`src/hdl/ttsch_pkg.sv`:
```
// Shared types and constants for the timer table scheduler.
// No dependencies; imported by the controller, datapath and top level.
package ttsch_pkg;

  localparam int TIME_W     = 63;  // microsecond times and intervals
  localparam int DL_W       = 55;  // signed millisecond deadline
  localparam int ID_W       = 4;   // reported slot number
  localparam int RESULT_CAP = 16;  // most timers fired by one schedule word
  localparam int FIRE_CNT_W = 5;
  localparam logic [10:0] US_PER_MS = 11'd1000;

  // divide by 1000 one 16-bit digit at a time: multiply phase, then digit phase
  localparam int DIV_DIGIT_W = 16;
  localparam int DIV_Q_W     = TIME_W + 1;  // dividend padded to whole digits
  localparam int DIV_STEPS   = DIV_Q_W / DIV_DIGIT_W;
  localparam int DIV_CNT_W   = 3;
  localparam int DIV_REM_W   = 10;
  localparam int DIV_TRIAL_W = DIV_REM_W + DIV_DIGIT_W;
  localparam int RECIP_SHIFT = 36;
  localparam int DIV_PROD_W  = DIV_TRIAL_W + 27;
  // ceil(2^36 / 1000); quotient is exact for any trial below 2^26
  localparam logic [26:0] RECIP_MS = 27'd68719477;

  typedef enum logic [1:0] {
    KIND_ADD    = 2'd0,
    KIND_CANCEL = 2'd1,
    KIND_SCHED  = 2'd2,
    KIND_QUERY  = 2'd3
  } kind_t;

  typedef enum logic [2:0] {
    ST_OK        = 3'd0,
    ST_FULL      = 3'd1,
    ST_NOT_FOUND = 3'd2,
    ST_FIRED     = 3'd3,
    ST_NONE_DUE  = 3'd4
  } rsp_status_t;

  typedef enum logic [1:0] {
    SCAN_FREE,       // first free slot
    SCAN_DUE_FIRST,  // mark due slots, earliest due
    SCAN_DUE,        // earliest among still-marked slots
    SCAN_MIN         // earliest valid slot
  } scan_mode_t;

  typedef enum logic [1:0] {
    ID_ZERO,
    ID_BEST,
    ID_TID
  } id_sel_t;

  typedef enum logic [1:0] {
    DL_ZERO,
    DL_EMPTY,
    DL_QUOT
  } dl_sel_t;

  typedef struct packed {
    logic        load;
    logic        scan_start;
    scan_mode_t  scan_mode;
    logic        add_commit;
    logic        cancel_commit;
    logic        fire_commit;
    logic        div_start;
    logic        emit;
    rsp_status_t res_status;
    id_sel_t     res_id;
    dl_sel_t     res_dl;
    logic        res_last;
  } cmd_t;

  typedef struct packed {
    logic scan_done;
    logic found;
    logic min_due;
    logic last_fire;
    logic cancel_hit;
    logic div_done;
    logic out_free;
  } stat_t;

endpackage

```
`src/hdl/ttsch_ram.sv`:
```
// Generic simple dual-port RAM: one write port, one registered read port.
// No dependencies.
module ttsch_ram #(
  parameter int WIDTH = 63,
  parameter int DEPTH = 16
) (
  input  logic                     clk,
  input  logic                     we,
  input  logic [$clog2(DEPTH)-1:0] waddr,
  input  logic [WIDTH-1:0]         wdata,
  input  logic [$clog2(DEPTH)-1:0] raddr,
  output logic [WIDTH-1:0]         rdata
);

  logic [WIDTH-1:0] mem [DEPTH];

  always_ff @(posedge clk) begin
    if (we) begin
      mem[waddr] <= wdata;
    end
    rdata <= mem[raddr];
  end

endmodule

```
`src/hdl/ttsch_dp.sv`:
```
// Datapath: slot valid/due flags, expiration and interval RAMs, slot scanner,
// millisecond divider and result register. Depends on ttsch_pkg, ttsch_ram.
module ttsch_dp #(
  parameter int MAX_TIMERS = 16
) (
  input  logic                          clk,
  input  logic                          rst,
  input  ttsch_pkg::cmd_t               cmd,
  output ttsch_pkg::stat_t              stat,
  input  logic [ttsch_pkg::ID_W-1:0]    slot_id,
  input  logic [ttsch_pkg::TIME_W-1:0]  when,
  input  logic [ttsch_pkg::TIME_W-1:0]  interval,
  input  logic [ttsch_pkg::TIME_W-1:0]  now,
  output logic                          rsp_valid,
  input  logic                          rsp_stall,
  output logic [2:0]                    status,
  output logic [ttsch_pkg::ID_W-1:0]    timer_id_res,
  output logic signed [ttsch_pkg::DL_W-1:0] deadline_ms,
  output logic                          last
);
  import ttsch_pkg::*;

  localparam int SW = $clog2(MAX_TIMERS);
  localparam int CW = $clog2(MAX_TIMERS + 1);
  localparam logic [SW-1:0]   LAST_IDX = SW'(MAX_TIMERS - 1);
  localparam logic [SW+3:0]   NUM_SLOTS = (SW + 4)'(MAX_TIMERS);

  logic [MAX_TIMERS-1:0] vld;
  logic [MAX_TIMERS-1:0] due;

  logic [ID_W-1:0]   tid_r;
  logic [TIME_W-1:0] when_r;
  logic [TIME_W-1:0] ivl_r;
  logic [TIME_W-1:0] now_r;

  logic              scan_busy;
  logic [SW-1:0]     scan_cnt;
  scan_mode_t        scan_mode_r;
  logic              rd_pend;
  logic [SW-1:0]     rd_idx;
  logic              found;
  logic [SW-1:0]     best_idx;
  logic [TIME_W-1:0] best_exp;
  logic [CW-1:0]     due_cnt;
  logic [FIRE_CNT_W-1:0] fire_cnt;

  logic                   div_busy;
  logic [DIV_CNT_W-1:0]   div_cnt;
  logic [DIV_Q_W-1:0]     div_q;
  logic [DIV_REM_W-1:0]   div_rem;
  logic [DIV_TRIAL_W-1:0] div_trial;
  logic [DIV_PROD_W-1:0]  div_prod;
  logic [DIV_DIGIT_W-1:0] div_digit;
  logic [DIV_TRIAL_W-1:0] div_back;

  logic [SW-1:0]     raddr;
  logic [TIME_W-1:0] exp_rd;
  logic [TIME_W-1:0] ivl_rd;
  logic              exp_we;
  logic [TIME_W-1:0] exp_wdata;
  logic [TIME_W:0]   rearm_sum;
  logic [TIME_W-1:0] rearm;
  logic              ivl_nz;

  logic              exp_le_now;
  logic              cand;
  logic              take;
  logic              mark_due;

  logic [SW+3:0]     tid_w;
  logic [SW-1:0]     tid_idx;
  logic [SW+3:0]     best_w;

  rsp_status_t       status_r;

  // ---------------------------------------------------------------- RAMs
  assign raddr = scan_busy ? scan_cnt : best_idx;

  assign rearm_sum = {1'b0, now_r} + {1'b0, ivl_rd};
  assign rearm     = rearm_sum[TIME_W] ? {TIME_W{1'b1}} : rearm_sum[TIME_W-1:0];
  assign ivl_nz    = (ivl_rd != '0);
  assign exp_we    = cmd.add_commit || (cmd.fire_commit && ivl_nz);
  assign exp_wdata = cmd.add_commit ? when_r : rearm;

  ttsch_ram #(.WIDTH(TIME_W), .DEPTH(MAX_TIMERS)) u_exp_ram (
    .clk   (clk),
    .we    (exp_we),
    .waddr (best_idx),
    .wdata (exp_wdata),
    .raddr (raddr),
    .rdata (exp_rd)
  );

  ttsch_ram #(.WIDTH(TIME_W), .DEPTH(MAX_TIMERS)) u_ivl_ram (
    .clk   (clk),
    .we    (cmd.add_commit),
    .waddr (best_idx),
    .wdata (ivl_r),
    .raddr (raddr),
    .rdata (ivl_rd)
  );

  // ---------------------------------------------------------------- scan compare
  assign exp_le_now = (exp_rd <= now_r);
  assign mark_due   = vld[rd_idx] && exp_le_now;

  always_comb begin
    case (scan_mode_r)
      SCAN_FREE:      cand = !vld[rd_idx] && !found;
      SCAN_DUE_FIRST: cand = mark_due;
      SCAN_DUE:       cand = due[rd_idx];
      SCAN_MIN:       cand = vld[rd_idx];
      default:        cand = 1'b0;
    endcase
  end

  // strict less-than keeps the lower slot on a tie
  assign take = rd_pend && cand &&
                ((scan_mode_r == SCAN_FREE) || !found || (exp_rd < best_exp));

  assign tid_w   = (SW + 4)'(tid_r);
  assign tid_idx = tid_w[SW-1:0];
  assign best_w  = (SW + 4)'(best_idx);

  // ---------------------------------------------------------------- divider step
  // remainder stays below 1000, so each quotient digit fits in 16 bits
  assign div_trial = {div_rem, div_q[DIV_Q_W-1 -: DIV_DIGIT_W]};
  assign div_digit = div_prod[RECIP_SHIFT +: DIV_DIGIT_W];
  assign div_back  = DIV_TRIAL_W'(div_digit) * DIV_TRIAL_W'(US_PER_MS);

  // ---------------------------------------------------------------- control regs
  always_ff @(posedge clk) begin
    if (rst) begin
      vld       <= '0;
      due       <= '0;
      scan_busy <= 1'b0;
      rd_pend   <= 1'b0;
      found     <= 1'b0;
      due_cnt   <= '0;
      fire_cnt  <= '0;
      div_busy  <= 1'b0;
      rsp_valid <= 1'b0;
    end else begin
      rd_pend <= scan_busy;

      if (cmd.scan_start) begin
        scan_busy <= 1'b1;
        found     <= 1'b0;
        if (cmd.scan_mode == SCAN_DUE_FIRST) begin
          due_cnt  <= '0;
          fire_cnt <= '0;
        end
      end else if (scan_busy && (scan_cnt == LAST_IDX)) begin
        scan_busy <= 1'b0;
      end

      if (take) begin
        found <= 1'b1;
      end

      if (rd_pend && (scan_mode_r == SCAN_DUE_FIRST)) begin
        due[rd_idx] <= mark_due;
        due_cnt     <= due_cnt + CW'(mark_due);
      end

      if (cmd.add_commit) begin
        vld[best_idx] <= 1'b1;
      end
      if (cmd.cancel_commit) begin
        vld[tid_idx] <= 1'b0;
      end
      if (cmd.fire_commit) begin
        due[best_idx] <= 1'b0;
        fire_cnt      <= fire_cnt + FIRE_CNT_W'(1);
        if (!ivl_nz) begin
          vld[best_idx] <= 1'b0;
        end
      end

      if (cmd.div_start) begin
        div_busy <= 1'b1;
      end else if (div_busy && (div_cnt == DIV_CNT_W'(2 * DIV_STEPS - 1))) begin
        div_busy <= 1'b0;
      end

      if (cmd.emit) begin
        rsp_valid <= 1'b1;
      end else if (!rsp_stall) begin
        rsp_valid <= 1'b0;
      end
    end
  end

  // ---------------------------------------------------------------- payload regs
  always_ff @(posedge clk) begin
    if (cmd.load) begin
      tid_r  <= slot_id;
      when_r <= when;
      ivl_r  <= interval;
      now_r  <= now;
    end

    if (cmd.scan_start) begin
      scan_cnt    <= '0;
      scan_mode_r <= cmd.scan_mode;
    end else if (scan_busy) begin
      scan_cnt <= scan_cnt + SW'(1);
    end
    rd_idx <= scan_cnt;

    if (take) begin
      best_idx <= rd_idx;
      best_exp <= exp_rd;
    end

    if (cmd.div_start) begin
      div_q   <= {1'b0, best_exp - now_r};
      div_rem <= '0;
      div_cnt <= '0;
    end else if (div_busy) begin
      div_cnt <= div_cnt + DIV_CNT_W'(1);
      if (!div_cnt[0]) begin
        div_prod <= DIV_PROD_W'(div_trial) * DIV_PROD_W'(RECIP_MS);
      end else begin
        div_rem <= DIV_REM_W'(div_trial - div_back);
        div_q   <= {div_q[DIV_Q_W-DIV_DIGIT_W-1:0], div_digit};
      end
    end

    if (cmd.emit) begin
      status_r <= cmd.res_status;
      last     <= cmd.res_last;
      case (cmd.res_id)
        ID_BEST: timer_id_res <= best_w[ID_W-1:0];
        ID_TID:  timer_id_res <= tid_r;
        default: timer_id_res <= '0;
      endcase
      case (cmd.res_dl)
        DL_EMPTY: deadline_ms <= '1;
        DL_QUOT:  deadline_ms <= div_q[DL_W-1:0];
        default:  deadline_ms <= '0;
      endcase
    end
  end

  assign status = status_r;

  // ---------------------------------------------------------------- status
  assign stat.scan_done  = !scan_busy && !rd_pend;
  assign stat.found      = found;
  assign stat.min_due    = (best_exp <= now_r);
  assign stat.last_fire  = (fire_cnt == FIRE_CNT_W'(RESULT_CAP - 1)) ||
                           ((8'(fire_cnt) + 8'd1) == 8'(due_cnt));
  assign stat.cancel_hit = (tid_w < NUM_SLOTS) && vld[tid_idx];
  assign stat.div_done   = !div_busy;
  assign stat.out_free   = !rsp_valid || !rsp_stall;

endmodule

```
`src/hdl/ttsch_ctrl.sv`:
```
// Controller state machine: sequences scans, commits, division and results.
// Depends on ttsch_pkg.
module ttsch_ctrl (
  input  logic              clk,
  input  logic              rst,
  input  logic              cmd_valid,
  output logic              cmd_stall,
  input  logic [1:0]        kind,
  input  ttsch_pkg::stat_t  stat,
  output ttsch_pkg::cmd_t   cmd
);
  import ttsch_pkg::*;

  typedef enum logic [2:0] {
    S_IDLE,
    S_SCAN,
    S_ADD_WR,
    S_CANCEL,
    S_FIRE_RD,
    S_FIRE_WR,
    S_DIV,
    S_EMIT
  } state_t;

  state_t      state;
  kind_t       kind_r;
  rsp_status_t res_status;
  id_sel_t     res_id;
  dl_sel_t     res_dl;
  logic        res_last;
  kind_t       kind_in;

  assign kind_in   = kind_t'(kind);
  assign cmd_stall = (state != S_IDLE);

  always_comb begin
    cmd            = '0;
    cmd.scan_mode  = SCAN_FREE;
    cmd.res_status = res_status;
    cmd.res_id     = res_id;
    cmd.res_dl     = res_dl;
    cmd.res_last   = res_last;
    case (state)
      S_IDLE: begin
        if (cmd_valid) begin
          cmd.load = 1'b1;
          case (kind_in)
            KIND_ADD: begin
              cmd.scan_start = 1'b1;
              cmd.scan_mode  = SCAN_FREE;
            end
            KIND_SCHED: begin
              cmd.scan_start = 1'b1;
              cmd.scan_mode  = SCAN_DUE_FIRST;
            end
            KIND_QUERY: begin
              cmd.scan_start = 1'b1;
              cmd.scan_mode  = SCAN_MIN;
            end
            default: cmd.scan_start = 1'b0;
          endcase
        end
      end
      S_SCAN: begin
        cmd.div_start = stat.scan_done && (kind_r == KIND_QUERY) &&
                        stat.found && !stat.min_due;
      end
      S_ADD_WR:  cmd.add_commit    = 1'b1;
      S_CANCEL:  cmd.cancel_commit = stat.cancel_hit;
      S_FIRE_WR: cmd.fire_commit   = 1'b1;
      S_EMIT: begin
        cmd.emit = stat.out_free;
        // more timers to fire: look for the next earliest
        if (stat.out_free && !res_last) begin
          cmd.scan_start = 1'b1;
          cmd.scan_mode  = SCAN_DUE;
        end
      end
      default: cmd.emit = 1'b0;
    endcase
  end

  always_ff @(posedge clk) begin
    if (rst) begin
      state      <= S_IDLE;
      kind_r     <= KIND_ADD;
      res_status <= ST_OK;
      res_id     <= ID_ZERO;
      res_dl     <= DL_ZERO;
      res_last   <= 1'b1;
    end else begin
      case (state)
        S_IDLE: begin
          if (cmd_valid) begin
            kind_r <= kind_in;
            state  <= (kind_in == KIND_CANCEL) ? S_CANCEL : S_SCAN;
          end
        end
        S_SCAN: begin
          if (stat.scan_done) begin
            res_id   <= ID_ZERO;
            res_dl   <= DL_ZERO;
            res_last <= 1'b1;
            case (kind_r)
              KIND_ADD: begin
                if (stat.found) begin
                  state <= S_ADD_WR;
                end else begin
                  res_status <= ST_FULL;
                  state      <= S_EMIT;
                end
              end
              KIND_SCHED: begin
                if (stat.found) begin
                  state <= S_FIRE_RD;
                end else begin
                  res_status <= ST_NONE_DUE;
                  state      <= S_EMIT;
                end
              end
              KIND_QUERY: begin
                res_status <= ST_OK;
                if (!stat.found) begin
                  res_dl <= DL_EMPTY;
                  state  <= S_EMIT;
                end else if (stat.min_due) begin
                  state <= S_EMIT;
                end else begin
                  state <= S_DIV;
                end
              end
              default: state <= S_IDLE;
            endcase
          end
        end
        S_ADD_WR: begin
          res_status <= ST_OK;
          res_id     <= ID_BEST;
          res_dl     <= DL_ZERO;
          res_last   <= 1'b1;
          state      <= S_EMIT;
        end
        S_CANCEL: begin
          res_status <= stat.cancel_hit ? ST_OK : ST_NOT_FOUND;
          res_id     <= ID_TID;
          res_dl     <= DL_ZERO;
          res_last   <= 1'b1;
          state      <= S_EMIT;
        end
        S_FIRE_RD: state <= S_FIRE_WR;
        S_FIRE_WR: begin
          res_status <= ST_FIRED;
          res_id     <= ID_BEST;
          res_dl     <= DL_ZERO;
          res_last   <= stat.last_fire;
          state      <= S_EMIT;
        end
        S_DIV: begin
          if (stat.div_done) begin
            res_dl <= DL_QUOT;
            state  <= S_EMIT;
          end
        end
        S_EMIT: begin
          if (stat.out_free) begin
            state <= res_last ? S_IDLE : S_SCAN;
          end
        end
        default: state <= S_IDLE;
      endcase
    end
  end

endmodule

```
`src/hdl/timer_table_scheduler.sv`:
```
// Top level of the timer table scheduler: controller plus datapath.
// Depends on ttsch_pkg, ttsch_ctrl, ttsch_dp (and ttsch_ram below it).
//
// A table of MAX_TIMERS timer slots held in two small RAMs (expiration and
// interval, microseconds) with valid bits in flops. One command word is worked
// on at a time; cmd_stall is high until its last result word has been placed
// in the output register, so the next command is taken while that result
// waits. Every search is a scan that reads one slot per cycle from the
// expiration RAM. A query divides by 1000 when the earliest deadline lies in
// the future (in four 16-bit digits, each a multiply phase then a digit phase),
// and a schedule word fires its due timers one by one, with a rescan before
// each further timer, at most 16 fired per word. Results stay in the order
// they are produced; a stalled output holds the machine in place.
module timer_table_scheduler #(
  parameter int MAX_TIMERS = 16
) (
  input  logic                               clk,
  input  logic                               rst,
  input  logic                               cmd_valid,
  output logic                               cmd_stall,
  input  logic [1:0]                         kind,
  input  logic [ttsch_pkg::ID_W-1:0]         slot_id,
  input  logic [ttsch_pkg::TIME_W-1:0]       when,
  input  logic [ttsch_pkg::TIME_W-1:0]       interval,
  input  logic [ttsch_pkg::TIME_W-1:0]       now,
  output logic                               rsp_valid,
  input  logic                               rsp_stall,
  output logic [2:0]                         status,
  output logic [ttsch_pkg::ID_W-1:0]         timer_id_res,
  output logic signed [ttsch_pkg::DL_W-1:0]  deadline_ms,
  output logic                               last
);
  import ttsch_pkg::*;

  cmd_t  cmd;
  stat_t stat;

  ttsch_ctrl u_ctrl (
    .clk       (clk),
    .rst       (rst),
    .cmd_valid (cmd_valid),
    .cmd_stall (cmd_stall),
    .kind      (kind),
    .stat      (stat),
    .cmd       (cmd)
  );

  ttsch_dp #(.MAX_TIMERS(MAX_TIMERS)) u_dp (
    .clk          (clk),
    .rst          (rst),
    .cmd          (cmd),
    .stat         (stat),
    .slot_id      (slot_id),
    .when         (when),
    .interval     (interval),
    .now          (now),
    .rsp_valid    (rsp_valid),
    .rsp_stall    (rsp_stall),
    .status       (status),
    .timer_id_res (timer_id_res),
    .deadline_ms  (deadline_ms),
    .last         (last)
  );

endmodule

```
`config.mk`:
```
export PLATFORM = sky130hd
export DESIGN_NAME = timer_table_scheduler
export DESIGN_NICKNAME = d
export VERILOG_FILES = /design/src/hdl/ttsch_pkg.sv /design/src/hdl/ttsch_ram.sv /design/src/hdl/ttsch_dp.sv /design/src/hdl/ttsch_ctrl.sv /design/src/hdl/timer_table_scheduler.sv
export SDC_FILE = /design/constraint.sdc
export NUM_CORES = 2
export LEC_CHECK = 0
export ABC_AREA = 1
export ABC_CLOCK_PERIOD_IN_PS = 7000
export BUFFER_PORTS_ARGS = -buffer_cell sky130_fd_sc_hd__buf_2
export CELL_PAD_IN_SITES_DETAIL_PLACEMENT = 1
export CELL_PAD_IN_SITES_GLOBAL_PLACEMENT = 2
export CORE_MARGIN = 3
export CORE_UTILIZATION = 43
export DETAILED_ROUTE_END_ITERATION = 10
export PLACE_DENSITY = 0.92
export REMOVE_ABC_BUFFERS = 1
export SLEW_MARGIN = 0
export SYNTH_ARGS = -nofsm -noshare
export SYNTH_HDL_FRONTEND = slang
export SYNTH_SLANG_ARGS = --single-unit
```
`constraint.sdc`:
```
create_clock -name clk -period 7 [get_ports clk]
set_input_delay 1.4 -clock clk [delete_from_list [all_inputs] [get_ports clk]]
set_output_delay 1.4 -clock clk [all_outputs]
set_load 0.01 [all_outputs]
```
==> summary.txt <==
Floorplan
  • Cell Rows: 195
  • Die Wd: 541.5 microns
  • Initial core utilization: 43.45%
  • Ports: 264
  • Die Ht: 541.5 microns
  • Die area: 293200 sq um
  • Core area: 283800 sq um

Synth
  • Most area-hungry cell type in the Yosys netlist: edfxtp_1
  • Ys flop type: edfxtp_1
  • Number of synthesized register bits: 2628
  • Largest family of logic cells by synthesized area: compound AO/OA/AOI/OAI gates
  • Fraction of the mapped netlist area in adder cells: 9.090%
  • Synth cell count leaders: edfxtp_1, nor2_1, o21ai_0
  • Netlist Area Pre-Place: 123300 sq um
  • Post-Syn Instances: 11100
  • Post-Synth Simple-Gate Area: 10.69%
  • Post-synthesis xor/xnor area fraction: 0.7671%
  • Seq/Total Area, Yosys: 62.31%
  • Syn_area_per_cell: 11.11 sq um
  • Mux cell area share after synthesis: 0%
  • Most frequent cell after synthesis: edfxtp_1
  • Synth async-reset ratio: 0%
  • Top cell type's share of synthesized area: 58.94%
  • Compound-Gate Fraction of Synth Area: 12.35%
  • Number of synthesized flops with an enable pin: 2420
  • Netlist cell types: 51
  • Largest cells by area after synthesis: edfxtp_1, o21ai_0, nor2_1
  • Syn. warnings: 0

Clock network
  • Post-CTS setup buffers: 0
  • Clk sinks: 2628
  • Clock root buffer: clkbuf_16
  • Reg clk slew, reported paths: 60 ps
  • CTS max path bufs: 4
  • Hold_buf cts: 0
  • Worst-Skew Late Latency: 950 ps
  • CTS resizes: 0
  • H-tree Lvls: 5
  • CTS tree: done
  • Cts bufs inserted: 285

Pwr
  • Maximum VDD drop: 542.6 uV
  • Leakage: 0.05026 uW
  • Power Density: 439.9 nW/um^2

GRT
  • Total global routing track utilization: 29.56%
  • Initial antenna violation count: 33
  • First-pass GRT wire length: 643.6 mm
  • Overflow after GRT: 0
  • Largest net degree at the start of global routing: 199
  • Vias in the first global route: 96370

Layout
  • Multi-input gate area: 40880 sq um
  • Layout cell share with drive strength beyond 1: 8.022%
  • Register area: 76830 sq um
  • Finished Core Util: 48.76%
  • Final std cells w/o fill: 15300
  • Layout Area Growth over Synthesis: 12.22%
  • Nets: 12280
  • Filler instances: 29940

Critical path
  • Worst setup SP type: flop
  • CP endpoint kind: flop
  • Critical path peak fanout: 9
  • Worst Path Required: 7630 ps
  • Critical path class: reg -> reg
  • Worst Path Arrival: 7060 ps

Detailed routing
  • DRC: 0
  • Pre-antenna DRT Iters: 6
  • Routed via count: 91170
  • Post-DRT Antenna Nets: 0
  • Iteration-0 DRC Markers: 10240
  • DR WL/cell: 29.07 microns
  • Total wire length: 444.9 mm
  • Via-per-instance ratio: 5.958

STA
  • Min Tclk post-route: 6433 ps
  • Rel. slew slack: 10.87%
  • Tcrit/Tclk final: 91.90%
  • Pins over their slew limit: 0
  • Fmax: 0.1554 GHz
  • RSZ-0062 raised after global routing: false
  • Actual slew at the worst max-slew pin: 1332 ps
  • Hold WS: 404.6 ps
  • Final hold vios: 0
  • Setup_tns: 0 ps
  • Final-report setup violation count: 0
  • Skew final: 75.94 ps

Place
  • Hpwl dp: 295.7 mm
  • Inst Count DP: 14770
  • Port bufs: 263
  • Gpl congestion: 0.9449

Min path
  • Hold Crit Class: reg -> reg

Flow run
  • Max-Cap Viols: 0

Status
  • Status: finished, final reports clean
## power by group
group / internal [uW] / leakage (uW) / switching, uW / total [uW]
registers: 21100 / 0.0234 / 1310 / 22400
clock network: 8670 / 0.00450 / 6530 / 15200
logic: 6310 / 0.0223 / 17000 / 23300
## critical path, stage by stage (launching register included)
cell	delay, ps
dfxtp_1	650
inv_1	210
ha_1	390
fa_1	510
inv_1	60
fa_1	500
inv_1	50
fa_1	520
inv_1	50
fa_1	460
fa_1	520
inv_1	60
fa_1	490
inv_1	50
ha_1	310
a21oi_1	230
o21ai_0	180
a21boi_0	400
o21ai_0	190
nand2_1	110
nand3_1	90
xor2_1	150
## final cells by class
class	instances	share of cell area, %
multi-input cells	6934	29.54
flip-flops and latches	2628	55.53
diodes	17	0.03074
inverters	1055	2.887
clock inverters	140	1.140
repair buffers	413	1.937
clock buffers	373	5.547
well taps	3743	3.385
## routing by layer
layer  GRT usage (%)  share of wire [%]  up-vias  wire length (microns)
li1                -                  -    39710                      -
met1           37.40                 39    46200                 172400
met2           49.39                 48     4222                 213900
met3           4.862                7.7     1024                  34180
met4           14.38                5.5       22                  24380
met5               0              0.031        -                    138
## cells by family (layout without fill, tap and decap cells)
| logic type | count (synthesis) | count (layout) |
|---|---|---|
| compound gates | 2751 | 2751 |
| flops | 2628 | 2628 |
| buf+inv | 1537 | 1981 |
| simple gates | 3310 | 3310 |
| xor+xnor | 108 | 108 |
| other cells | 0 | 17 |
| fa+ha+maj | 765 | 765 |
## through the flow
stage          setup slack, ps  total power [uW]  cell area [sq um]
2_1_floorplan           -84220             36000             121400
3_3_place_gp             641.7             44300             129000
3_5_place_dp             611.4             45310             129000
4_1_cts                  582.2             60700             138300
5_1_grt                  187.5             64040             138300
6_report                 566.9             60870             138400
## path summary, 6_finish.rpt
path | to | startpoint | cells past startpoint | slack [ps]
max | u_dp.div_prod[42]$_DFFE_PP_ | u_dp.div_q[63]$_SDFFE_PP0P_ | 21 | 570
min | u_dp.rd_idx[2]$_DFF_P_ | u_dp.scan_cnt[2]$_SDFFE_PP0P_ | 0 | 400
max reg2reg | u_dp.div_prod[42]$_DFFE_PP_ | u_dp.div_q[63]$_SDFFE_PP0P_ | 21 | 570
min reg2reg | u_dp.rd_idx[2]$_DFF_P_ | u_dp.scan_cnt[2]$_SDFFE_PP0P_ | 0 | 400
## placed cells by master, fill, tap and decap left out, types with 11 or more instances in the layout
| cell type | Yosys | layout |
|---|---|---|
| a21o_1 | 18 | 18 |
| a21oi_1 | 411 | 411 |
| a31oi_1 | 37 | 32 |
| buf_12 | 0 | 19 |
| buf_2 | 52 | 263 |
| buf_4 | 5 | 131 |
| bufinv_16 | 0 | 23 |
| clkbuf_1 | 406 | 69 |
| clkbuf_16 | 0 | 287 |
| clkbuf_8 | 0 | 17 |
| clkinv_1 | 0 | 22 |
| clkinv_2 | 0 | 47 |
| clkinvlp_4 | 0 | 12 |
| dfxtp_1 | 208 | 208 |
| diode_2 | 0 | 17 |
| edfxtp_1 | 2420 | 2420 |
| fa_1 | 218 | 218 |
| ha_1 | 547 | 546 |
| inv_1 | 1042 | 1039 |
| inv_6 | 0 | 12 |
| nand2_1 | 1057 | 1056 |
| nand3_1 | 207 | 207 |
| nand3b_1 | 11 | 11 |
| nand4_1 | 81 | 81 |
| nor2_1 | 1847 | 1813 |
| nor2_4 | 0 | 33 |
| nor3_1 | 47 | 47 |
| nor4_1 | 29 | 29 |
| o2111ai_1 | 16 | 16 |
| o211ai_1 | 62 | 62 |
| o21ai_0 | 1502 | 1502 |
| o21ai_1 | 55 | 53 |
| o21bai_1 | 21 | 21 |
| o221ai_1 | 86 | 86 |
| o22ai_1 | 494 | 494 |
| or2_2 | 11 | 11 |
| xnor2_1 | 69 | 69 |
| xor2_1 | 39 | 39 |
## registers in the layout (all words and copies together), names as in the netlist, 55 cells and up
| signal | cells |
|---|---|
| u_dp.div_q | 64 |
| u_dp.best_exp | 63 |
| u_dp.u_ivl_ram.rdata | 63 |
| u_dp.u_exp_ram.mem | 1008 |
| u_dp.now_r | 63 |
| u_dp.u_ivl_ram.mem | 1008 |
| u_dp.u_exp_ram.rdata | 63 |
| u_dp.deadline_ms | 55 |
| u_dp.ivl_r | 63 |
| u_dp.when_r | 63 |
(Power assumes the default switching activity.)
